$ cat config.mk
export PLATFORM = sky130hd
export DESIGN_NAME = edf_ctrl
export DESIGN_NICKNAME = d
export VERILOG_FILES = /design/src/rtl/edf_pkg.sv /design/src/rtl/edf_ctrl.sv
export SDC_FILE = /design/constraint.sdc
export NUM_CORES = 1
export LEC_CHECK = 0
export BUFFER_PORTS_ARGS = -buffer_cell sky130_fd_sc_hd__buf_2
export CORE_AREA = 2 2 39 41
export CTS_BUF_LIST = sky130_fd_sc_hd__clkbuf_4 sky130_fd_sc_hd__clkbuf_8 sky130_fd_sc_hd__clkbuf_16
export DETAILED_ROUTE_END_ITERATION = 7
export DIE_AREA = 0 0 41 43
export PLACE_DENSITY = 0.4
export SYNTH_ARGS = -nofsm -noshare
export SYNTH_HDL_FRONTEND = slang
export SYNTH_SLANG_ARGS = --single-unit
$ cat constraint.sdc
create_clock -name clk -period 1.9 [get_ports clk]
set_input_delay 0.38 -clock clk [delete_from_list [all_inputs] [get_ports clk]]
set_output_delay 0.38 -clock clk [all_outputs]
set_load 0.005 [all_outputs]
$ cat src/rtl/edf_pkg.sv
// Package with the types and constants shared by the scheduler modules.
package edf_pkg;

	localparam int ID_W     = 4;
	localparam int ID_COUNT = 16;
	localparam int CNT_W    = 5;
	localparam int TIME_W   = 32;
	localparam int REL_W    = 31;

	localparam logic [1:0] MODE_PLAIN  = 2'd0;
	localparam logic [1:0] MODE_RT     = 2'd1;
	localparam logic [1:0] MODE_TICK   = 2'd2;
	localparam logic [1:0] MODE_SELECT = 2'd3;

	localparam logic [1:0] ST_OK      = 2'd0;
	localparam logic [1:0] ST_REFUSED = 2'd1;
	localparam logic [1:0] ST_IDLE    = 2'd2;

	typedef enum logic [2:0] {
		S_IDLE,
		S_SIMPLE,
		S_PROMOTE,
		S_CURRENT,
		S_DISPATCH,
		S_OUT
	} edf_state_t;

	typedef struct packed {
		logic capture;
		logic do_simple;
		logic do_promote;
		logic do_current;
		logic do_dispatch;
		logic load_out;
	} edf_cmd_t;

	typedef struct packed {
		logic [1:0] mode;
		logic       promote_ok;
		logic       out_free;
	} edf_sts_t;

endpackage

$ cat src/rtl/edf_ctrl.sv
// Controller state machine that sequences one item through the datapath.
module edf_ctrl (
	input  logic              clk,
	input  logic              arst_n,
	input  logic              in_valid,
	output logic              in_stall,
	input  edf_pkg::edf_sts_t sts,
	output edf_pkg::edf_cmd_t cmd
);
	import edf_pkg::*;

	edf_state_t state_q;
	edf_state_t state_d;

	always_ff @(posedge clk or negedge arst_n) begin
		if (!arst_n) begin
			state_q <= S_IDLE;
		end else begin
			state_q <= state_d;
		end
	end

	always_comb begin
		state_d = state_q;
		case (state_q)
			S_IDLE: begin
				if (in_valid) begin
					state_d = S_SIMPLE;
				end
			end
			S_SIMPLE: begin
				if (sts.mode == MODE_SELECT) begin
					state_d = S_PROMOTE;
				end else begin
					state_d = S_OUT;
				end
			end
			S_PROMOTE: begin
				if (!sts.promote_ok) begin
					state_d = S_CURRENT;
				end
			end
			S_CURRENT:  state_d = S_DISPATCH;
			S_DISPATCH: state_d = S_OUT;
			S_OUT: begin
				if (sts.out_free) begin
					state_d = S_IDLE;
				end
			end
			default: state_d = S_IDLE;
		endcase
	end

	always_comb begin
		cmd      = '0;
		in_stall = 1'b1;
		case (state_q)
			S_IDLE: begin
				in_stall    = 1'b0;
				cmd.capture = in_valid;
			end
			S_SIMPLE:   cmd.do_simple   = (sts.mode != MODE_SELECT);
			S_PROMOTE:  cmd.do_promote  = sts.promote_ok;
			S_CURRENT:  cmd.do_current  = 1'b1;
			S_DISPATCH: cmd.do_dispatch = 1'b1;
			S_OUT:      cmd.load_out    = sts.out_free;
			default: begin
				cmd = '0;
			end
		endcase
	end

endmodule

# Yosys cells after proc, flatten, opt, wreduce, memory -nomap -nowiden
# Index checks and enable logic that the tools add are counted.
# classes
n_reduce_logical,2
n_mux,12
n_eq_ne,10
# ops
cell,n
3-bit one-hot mux with 6 select lines,1
3-bit 2-to-1 mux,4
2-bit != test (second input constant),4
1-bit 2-to-1 mux,7
3-bit by 2-bit == test with 1-bit output (second input constant),2
3-bit == test (second input constant),2
3-bit by 1-bit == test with 1-bit output (second input constant),1
3-bit logical NOT,1
3-bit AND reduction,1
2-bit == test (second input constant),1
# totals
register_bits,3
in_bits,7
elab_cells,25

# Longest topological paths before layout
# Gate-level depths: netlist (run 1).
# logic_depth
word_depth,3
depth_mapped,3
depth_no_buf,3

# Worst setup path after synthesis (run 1)
# OpenSTA, ideal clock, no wires.
# synth_path
kind,reg-to-output
from,register state_q[2]
to,output port cmd[4] (netlist name)
n_path_buf,0
slack_ps,722
required_time_ps,1520
stages_incl_launch_ff,3
t_arrival_ps,798
cell_sequence,dfrtp_1 -> nor2_1 -> and3_2
# synth_rtl
item,line_no,text
from (decl),edf_ctrl.sv:12,edf_state_t state_q;
from (signal assigned),edf_ctrl.sv:19,state_q <= state_d;
to (decl),edf_ctrl.sv:8,output edf_pkg::edf_cmd_t cmd

==> flow_metrics.tcl, run 1 <==
set metrics [dict create \
    crit_slowest_cell "dfrtp_1" \
    cp.arrival_ps 1210 \
    pwr-share-seq 0.306 \
    slew_headroom 0.7650 \
    die_w_um 41 \
    cp_max_fo 8 \
    wl_um 557 \
    p_int_uw 287.2 \
    cts_htree_levels 1 \
    ys_ff_latch 3 \
    hold_viol_final 0 \
    swShare 0.3916 \
    largest_reg_flops 3 \
    clk_pin_slew_ps 40 \
    min_period_ps 1589 \
    status "completed" \
    critical_path_required_ps 1520 \
    grt_pass1_vias 214 \
    cts_setup_buffers 0 \
    syn_inst 24 \
    ff_latch_area_um2 75.07 \
    hp-class "in -> reg" \
    clock_path_buffers 2 \
    dr.pass1.iters 1 \
    layout-area-overhead-vs-synth_pct 59.88 \
    drtIter0Drc 0 \
    grt_util_all_layers 0.08032 \
    synth_top_area_frac 0.3593 \
    async_flop_share 1.000 \
    regMostFlops "state_q" \
    placed_cells 53 \
    numCtsBuffers 3 \
    synth.distinct_cells 16 \
    path_cells "nor2_1, and3_2, buf_2" \
    yosys_warnings 0 \
    critPathMaxStageDelay_ps 450 \
    p_clk_frac 0.271 \
    post_cts_resized 0 \
    dieArea_um2 1763 \
    critPathTopFamily "flip-flops" \
    synth_area_um2 209.0 \
    clock-root-buffer "clkbuf_4" \
    drive_above_1_share 0.5476 \
    pin_count 14 \
    yosysTopAreaCell "dfrtp_1" \
    dp_hpwl_um 424.3 \
    gp_congestion 0.6061 \
    crit_type "reg -> out" \
    n_antenna_cell 0 \
    fin_crit_sh 0.8364 \
    wl_per_cell_um 9.603 \
    ant_nets 0 \
    max_freq_mhz 629.3 \
    largestRegisters "state_q (3)" \
    combPwrFrac 0.423 \
    holdBufCountCts 1 \
    port_buffers 13 \
    cts_tree "yes" \
    worst_setup_path_start_kind "flop" \
    grt_overflow 0 \
    grt_pass1_wl_um 945 \
    clk_latency_ps 230 \
    syn_avg_cell_area_um2 8.706 \
    synth_ff_type "dfrtp_1" \
    p_switching_uw 184.9 \
    start_util 0.1510 \
    dr_total_vias 239 \
    synthTopCellsByArea "dfrtp_1, o311ai_0, and3_2" \
    multi_input_area_um2 130.1 \
    max_slew.worst_pin.slew_ps 348.1 \
    core_um2 1384 \
    critPathBufInv 1 \
    avgViaCountPerCell 4.121 \
    final_cell_count_no_fill 58 \
    rsz0062_at_grt "no" \
    peakVddDrop_mv 0.5380 \
    synth_edf_count 0 \
    cts_num_sinks 3 \
    p_leak_nw 0.1627 \
    nets 50 \
    clock-skew-final_ps 1.217 \
    rows 14 \
    cp-end-kind "output port" \
    filler_cell_count 149 \
    fin_tns_setup_ps 0 \
    maxCapViolations 0 \
    finalMaxSlewViolations 0 \
    setup_viol 0 \
    grt_max_degree 10 \
    synth_common_cells "dfrtp_1, nand2_1" \
    post-route-drc-count 0 \
    antenna_found_initial 0 \
    ys_seq_area_frac 0.3593 \
    synth_fp_nets 31 \
    dieHeight_um 43 \
    p_per_area_nw_per_um2 1413 \
]
-- per-layer routing --
metal  global-route usage  share of wire  vias to the layer above
met4                    0              0                        0
met3              0.06283           0.14                        0
li1                     -              -                      129
met2              0.09375           0.32                       15
met1               0.1222           0.53                       95
met5                    0              0                        -
-- per-stage QoR --
step / util / area [um2] / total power, mW / hold slack [ps] / setup WS (ps)
finish: 0.2414 / 334.1 / 0.4721 / 433.7 / 310.9
global route: 0.2414 / 334.1 / 0.5275 / 460.2 / 238.9
CTS: 0.2414 / 334.1 / 0.4812 / 443.9 / 303.9
detailed placement: 0.2125 / 294.0 / 0.3473 / 177.8 / 562.1
global placement: 0.2125 / 294.0 / 0.3513 / 177.9 / 560.8
floorplan: - / 209.0 / 0.2602 / 84.41 / 722.4
-- worst paths after layout --
kind,from,endpoint,slack [ps],depth (start not counted)
worst min register to register,state_q[2],state_q[1],550,1
max in group asynchronous,arst_n,state_q[1],1330,2
worst min-delay path,sts[0],state_q[0],430,2
worst max-delay path,state_q[2],cmd[4],310,3
worst max register to register,state_q[2],state_q[0],690,2
min in group asynchronous,arst_n,state_q[0],470,2
-- layout by cell type (no fill, tap or decap), drive strengths merged, types with 2 or more instances in the layout --
cell type / count
o311ai: 2
o21ai: 2
nor2: 2
dfrtp: 3
buf: 13
and3: 2
clkbuf: 4
nand2: 3
-- final cells by class --
cell class                      instances  share of cell area
Multi-Input combinational cell         20              0.3895
Sequential cell                         3              0.2247
Timing Repair Buffer                   14              0.2247
Clock buffer                            4             0.08989
Tap cell                               16             0.05993
Inverter                                1             0.01124
-- kinds of logic after synthesis --
kind of cell    synth area share
compound gates            0.2396
buf+inv                  0.01795
flops                     0.3593
simple gates              0.3833
-- power by group through the flow --
stage               sequential, mW  clock (mW)  combinational, mW
finish                       0.145       0.128              0.200
global route                 0.156       0.142              0.230
CTS                          0.147       0.133              0.202
detailed placement           0.147           0              0.200
global placement             0.150           0              0.202
floorplan                    0.130           0              0.130
(Power assumes the default switching activity.)
==> run 2, diff against run 1 <==
--- a/config.mk
+++ b/config.mk
@@ -5,12 +5,13 @@
 export SDC_FILE = /design/constraint.sdc
 export NUM_CORES = 1
 export LEC_CHECK = 0
+export ABC_AREA = 1
 export BUFFER_PORTS_ARGS = -buffer_cell sky130_fd_sc_hd__buf_2
 export CORE_AREA = 2 2 39 41
 export CTS_BUF_LIST = sky130_fd_sc_hd__clkbuf_4 sky130_fd_sc_hd__clkbuf_8 sky130_fd_sc_hd__clkbuf_16
 export DETAILED_ROUTE_END_ITERATION = 7
 export DIE_AREA = 0 0 41 43
-export PLACE_DENSITY = 0.4
+export PLACE_DENSITY = 0.44
 export SYNTH_ARGS = -nofsm -noshare
 export SYNTH_HDL_FRONTEND = slang
 export SYNTH_SLANG_ARGS = --single-unit
==> constraint.sdc (replaced) <==
create_clock -name clk -period 1.4 [get_ports clk]
set_input_delay 0.28 -clock clk [delete_from_list [all_inputs] [get_ports clk]]
set_output_delay 0.28 -clock clk [all_outputs]
set_load 0.005 [all_outputs]
==> run 2 against run 1 <==
The run now ends with negative setup slack left. Register-to-register slack worse by 390 ps. Final cell count is 24% higher. Global-route usage decreased by 0.59 points. Sequential cell count unchanged. Largest cell class unchanged. Sequential power rose by 38%. Die area is the same. Final area up 19%. Count of clock-buffer cells in the layout stayed put. Sequential share of layout area fell by 3.3 points. Clock skew rose by 1.1 ps. Setup slack worse by 340 ps.
==> flow_metrics.tcl, run 2 <==
set metrics [dict create \
    synth.distinct_cells 12 \
    critPathMaxStageDelay_ps 410 \
    cp.arrival_ps 1150 \
    grt_util_all_layers 0.07445 \
    hp-class "in -> reg" \
    synthTopCellsByArea "dfrtp_1, nand2_1, nor3_2" \
    drtIter0Drc 4 \
    crit_slowest_cell "dfrtp_1" \
    start_util 0.1718 \
    max_slew.worst_pin.slew_ps 179.9 \
    drive_above_1_share 0.5714 \
    ant_nets 0 \
    syn_inst 35 \
    ys_ff_latch 3 \
    critPathBufInv 3 \
    yosysTopAreaCell "dfrtp_1" \
    largest_reg_flops 3 \
    finalMaxSlewViolations 0 \
    synth_top_area_frac 0.3158 \
    fin_ws_ps -33.81 \
    die_w_um 41 \
    grt_pass1_vias 253 \
    rsz0062_at_grt "yes" \
    cts_tree "yes" \
    synth_edf_count 0 \
    peakVddDrop_mv 0.6587 \
    fin_crit_sh 1.024 \
    synth_fp_nets 42 \
    ff_latch_area_um2 76.32 \
    dr_total_vias 272 \
    slew_headroom 0.8801 \
    ys_seq_area_frac 0.3158 \
    synth_ff_type "dfrtp_1" \
    nets 64 \
    synth_area_um2 237.7 \
    largestRegisters "state_q (3)" \
    dr.pass1.iters 2 \
    setup_viol 4 \
    post-route-drc-count 0 \
    grt_max_degree 8 \
    wl_um 534 \
    final_common_cell "buf_2" \
    multi_input_area_um2 140.1 \
    synth.most_common_cell "nand2_1" \
    synth_common_cells "nand2_1, inv_1, nor2_1" \
    clock-skew-final_ps 2.309 \
    finish.utilization 0.2875 \
    final_cell_mix "buf_2, nand2_1, inv_1" \
    path_cells "inv_2, nand2_2, nor2_2, inv_1, nor2_1, buf_2" \
    n_antenna_cell 0 \
    hold_ws_ps 346.1 \
    clk_latency_ps 230 \
    layout-area-overhead-vs-synth_pct 67.37 \
    crit_type "reg -> out" \
    core_um2 1384 \
    clock_path_buffers 2 \
    p_per_area_nw_per_um2 2016 \
    maxCapViolations 0 \
    dieHeight_um 43 \
    cp_max_fo 3 \
    grt_overflow 0 \
    worst_setup_path_start_kind "flop" \
    cts_num_sinks 3 \
    preCtsSetupSlack_ps 168.3 \
    rows 14 \
    p_leak_nw 0.2401 \
    port_buffers 13 \
    fin_total_pwr_uw 802.3 \
    hold_viol_final 0 \
    cts_htree_levels 1 \
    numCtsBuffers 3 \
    final_area_um2 397.9 \
    post_dp_cell_area_um2 322.8 \
    regMostFlops "state_q" \
    avgViaCountPerCell 3.778 \
    async_flop_share 1.000 \
    antenna_found_initial 0 \
    cp-end-kind "output port" \
    dp_hpwl_um 439.4 \
    syn_avg_cell_area_um2 6.792 \
    clk_pin_slew_ps 40 \
    yosys_warnings 0 \
    wl_per_cell_um 7.417 \
    max_freq_mhz 697.4 \
    grt_pass1_wl_um 841 \
    violations "negative setup slack" \
    clock-root-buffer "clkbuf_4" \
    critical_path_required_ps 1120 \
    filler_cell_count 156 \
    critPathTopFamily "flip-flops" \
    dieArea_um2 1763 \
    status "finished with violations" \
    min_period_ps 1434 \
    gp_congestion 0.6690 \
    pin_count 14 \
]
-- run 2: cell types whose count changed in the layout (fill, tap and decap cells not counted), moves of 2 or more --
cell	delta
o311ai_0	-2
inv_1	+5
buf_4	+3
nor2_1	+2
and3_2	-2
o21ai_0	-2
inv_2	+3
nand2_1	+6
-- run 2: kinds of logic after synthesis --
kind of cell           count (synthesis)  share of synthesized area
AND/OR/NAND/NOR                       21                     0.4632
flip-flops                             3                     0.3158
AO/OA/AOI/OAI                          2                    0.07896
buffers and inverters                  9                     0.1421
-- run 2: area by class of cell --
class	instances	share of cell area
flip-flops and latches	3	0.1918
repair buffers	17	0.2453
inverters	9	0.08491
multi-input cells	23	0.3522
well taps	16	0.05031
clock buffers	4	0.07547
-- run 2: path summary, 6_finish.rpt --
path / start / endpoint / slack [ps] / cells after the start
worst max-delay path: state_q[0] / cmd[5] / -30 / 6
worst min-delay path: sts[3] / state_q[1] / 350 / 3
worst max register to register: state_q[0] / state_q[0] / 300 / 7
worst min register to register: state_q[1] / state_q[1] / 620 / 3
max in group asynchronous: arst_n / state_q[2] / 910 / 2
min in group asynchronous: arst_n / state_q[1] / 370 / 2
-- run 2: timing repair --
action	4_1_cts	5_1_grt
endpoints found under the hold margin	3	0
setup endpoints to repair	3	7
buffers inserted	2	1
hold buffers	1	0
pin swaps	0	1
resized for setup	1	3
-- run 2: worst register-to-register path, cell delays in order, from the launching register on --
cell and delay (ps):
dfrtp_1 410, inv_2 80, nor2_4 110, nand3_2 90
buf_4 140, nand2_1 50, nand2_1 60, o21bai_2 90
-- run 2: through the flow --
| stage | TNS (ps) | cells |
|---|---|---|
| 6_report | -86.41 | 72 |
| 5_1_grt | -503.7 | 72 |
| 4_1_cts | -154.7 | 71 |
| 3_5_place_dp | 0 | 64 |
| 3_3_place_gp | 0 | 64 |
| 2_1_floorplan | 0 | 35 |
-- run 2: per-layer routing --
layer  up-vias  share of wire  global-route usage
li1        148              -                   -
met1       120           0.39             0.07443
met2         4           0.57              0.1125
met3         0          0.039             0.01571
met4         0              0             0.08000
met5         -              0                   0
-- run 2: where the power goes --
group	internal, mW	leakage (nW)	switching [mW]	total [mW]
clock	0.126	0.0184	0.0460	0.172
sequential	0.130	0.0364	0.0702	0.200
combinational	0.206	0.185	0.224	0.430
==> run 3, diff against run 2 <==
--- a/config.mk
+++ b/config.mk
@@ -5,13 +5,12 @@
 export SDC_FILE = /design/constraint.sdc
 export NUM_CORES = 1
 export LEC_CHECK = 0
-export ABC_AREA = 1
 export BUFFER_PORTS_ARGS = -buffer_cell sky130_fd_sc_hd__buf_2
 export CORE_AREA = 2 2 39 41
 export CTS_BUF_LIST = sky130_fd_sc_hd__clkbuf_4 sky130_fd_sc_hd__clkbuf_8 sky130_fd_sc_hd__clkbuf_16
 export DETAILED_ROUTE_END_ITERATION = 7
 export DIE_AREA = 0 0 41 43
-export PLACE_DENSITY = 0.44
+export PLACE_DENSITY = 0.41
 export SYNTH_ARGS = -nofsm -noshare
 export SYNTH_HDL_FRONTEND = slang
 export SYNTH_SLANG_ARGS = --single-unit
==> run 3 against run 2 <==
The flow now finishes without violations. Setup slack better by 34 ps. Final cell count shrank 11%. Global-route usage increased by 1.4 points. Routed wire length up 32%. Combinational power up 9.8%. Non-clock buffer count up 3. Die area stayed put. Register-to-register slack got worse by 200 ps. Core utilization up 1.9 points. Clock power up 4%. Clock skew is 3.4 ps higher. Highest routed layer unchanged.
==> flow_metrics.tcl, run 3 (synthesis gave the netlist of run 1 again) <==
set metrics [dict create \
    regToRegSetupSlack_ps 100 \
    final_common_cell "buf_2" \
    cp.arrival_ps 1120 \
    wl_um 705 \
    largestRegisters "state_q (3)" \
    grt_overflow 0 \
    max_slew.worst_pin.slew_ps 377.5 \
    drive_above_1_share 0.7292 \
    cp_max_fo 7 \
    n_antenna_cell 0 \
    rows 14 \
    hold_ws_ps 343.8 \
    peakVddDrop_mv 0.5292 \
    critical_path_required_ps 1120 \
    grt_pass1_vias 255 \
    clk_pin_slew_ps 40 \
    preCtsSetupSlack_ps 137.2 \
    cts_tree "yes" \
    grt_util_all_layers 0.08835 \
    final_cell_count_no_fill 64 \
    slew_headroom 0.7451 \
    fin_total_pwr_uw 867.4 \
    port_buffers 13 \
    placed_cells 53 \
    layout-area-overhead-vs-synth_pct 103.0 \
    core_um2 1384 \
    ant_nets 0 \
    numCtsBuffers 3 \
    hold_viol_final 0 \
    largest_reg_flops 3 \
    maxCapViolations 0 \
    drtIter0Drc 2 \
    nets 56 \
    p_per_area_nw_per_um2 2045 \
    fin_crit_sh 0.9998 \
    start_util 0.1510 \
    clock-root-buffer "clkbuf_4" \
    cts_htree_levels 1 \
    gp_congestion 0.6556 \
    min_period_ps 1400 \
    crit_type "reg -> out" \
    die_w_um 41 \
    max_freq_mhz 714.4 \
    wl_per_cell_um 11.02 \
    clock-skew-final_ps 5.727 \
    regMostFlops "state_q" \
    worst_setup_path_start_kind "flop" \
    dr_total_vias 279 \
    clock_path_buffers 2 \
    rsz0062_at_grt "yes" \
    fin_tns_setup_ps 0 \
    hp-class "in -> reg" \
    status "completed" \
    dieHeight_um 43 \
    dr.pass1.iters 2 \
    cp-end-kind "output port" \
    clk_latency_ps 240 \
    dp_hpwl_um 429.1 \
    finalMaxSlewViolations 0 \
    setup_viol 0 \
    final_cell_mix "buf_2, buf_4, clkbuf_4" \
    pin_count 14 \
    grt_pass1_wl_mm 1.021 \
    fin_ws_ps 0.3044 \
    antenna_found_initial 0 \
    grt_max_degree 9 \
    cts_num_sinks 3 \
    post-route-drc-count 0 \
    p_leak_nw 0.1963 \
    avgViaCountPerCell 4.359 \
    dieArea_um2 1763 \
]
run 3: cell types whose count changed in the layout (fill, tap and decap cells not counted), sizes merged, moves of 3 or more:
cell	change
nor2	-4
inv	-8
nand2	-7
buf	+3
run 3: timing repair:
item                                    4_1_cts  5_1_grt
endpoints found under the setup margin        6        6
resized for setup                             5        7
hold buffers                                  1        0
setup buffers                                 3        3
pin swaps                                     0        3
hold endpoints to repair                      3        0
run 3: final cells by class:
class / instances / area [um2]
Clock buffer: 4 / 30.03
Fill cell: 148 / 959.7
Inverter: 1 / 3.754
Multi-Input combinational cell: 20 / 158.9
Sequential cell: 3 / 78.83
Tap cell: 16 / 20.02
Timing Repair Buffer: 20 / 132.6
run 3: path summary, 6_finish.rpt:
kind	from	endpoint	cells after the start
max	state_q[1]	cmd[5]	3
min	sts[0]	state_q[0]	2
max reg2reg	state_q[2]	state_q[0]	3
min reg2reg	state_q[2]	state_q[1]	2
max in group asynchronous	arst_n	state_q[2]	2
min in group asynchronous	arst_n	state_q[0]	2
run 3: through the flow:
step / utilization / instance area (um2)
after floorplan: - / 209.0
after global placement: 0.2125 / 294.0
after detailed placement: 0.2125 / 294.0
after CTS: 0.2658 / 367.9
after global routing: 0.3065 / 424.2
final: 0.3065 / 424.2
run 3: per-layer routing:
layer  vias up  global-route usage  wire, um
met4         0             0.08000         0
met5         -                   0         0
li1        138                   -         -
met2        12              0.1156       356
met3         0             0.01571        53
met1       129              0.1158       295
run 3: critical path: stages, from the launching register on:
cell     delay [ps]
dfrtp_2         450
nor2_4          150
and3_4          190
buf_6            90
run 3: report_power, final:
part	internal (mW)	switching, mW	leakage, nW
logic	0.286	0.186	0.145
clock network	0.127	0.0520	0.0184
registers	0.133	0.0845	0.0332
total	0.545	0.322	0.196
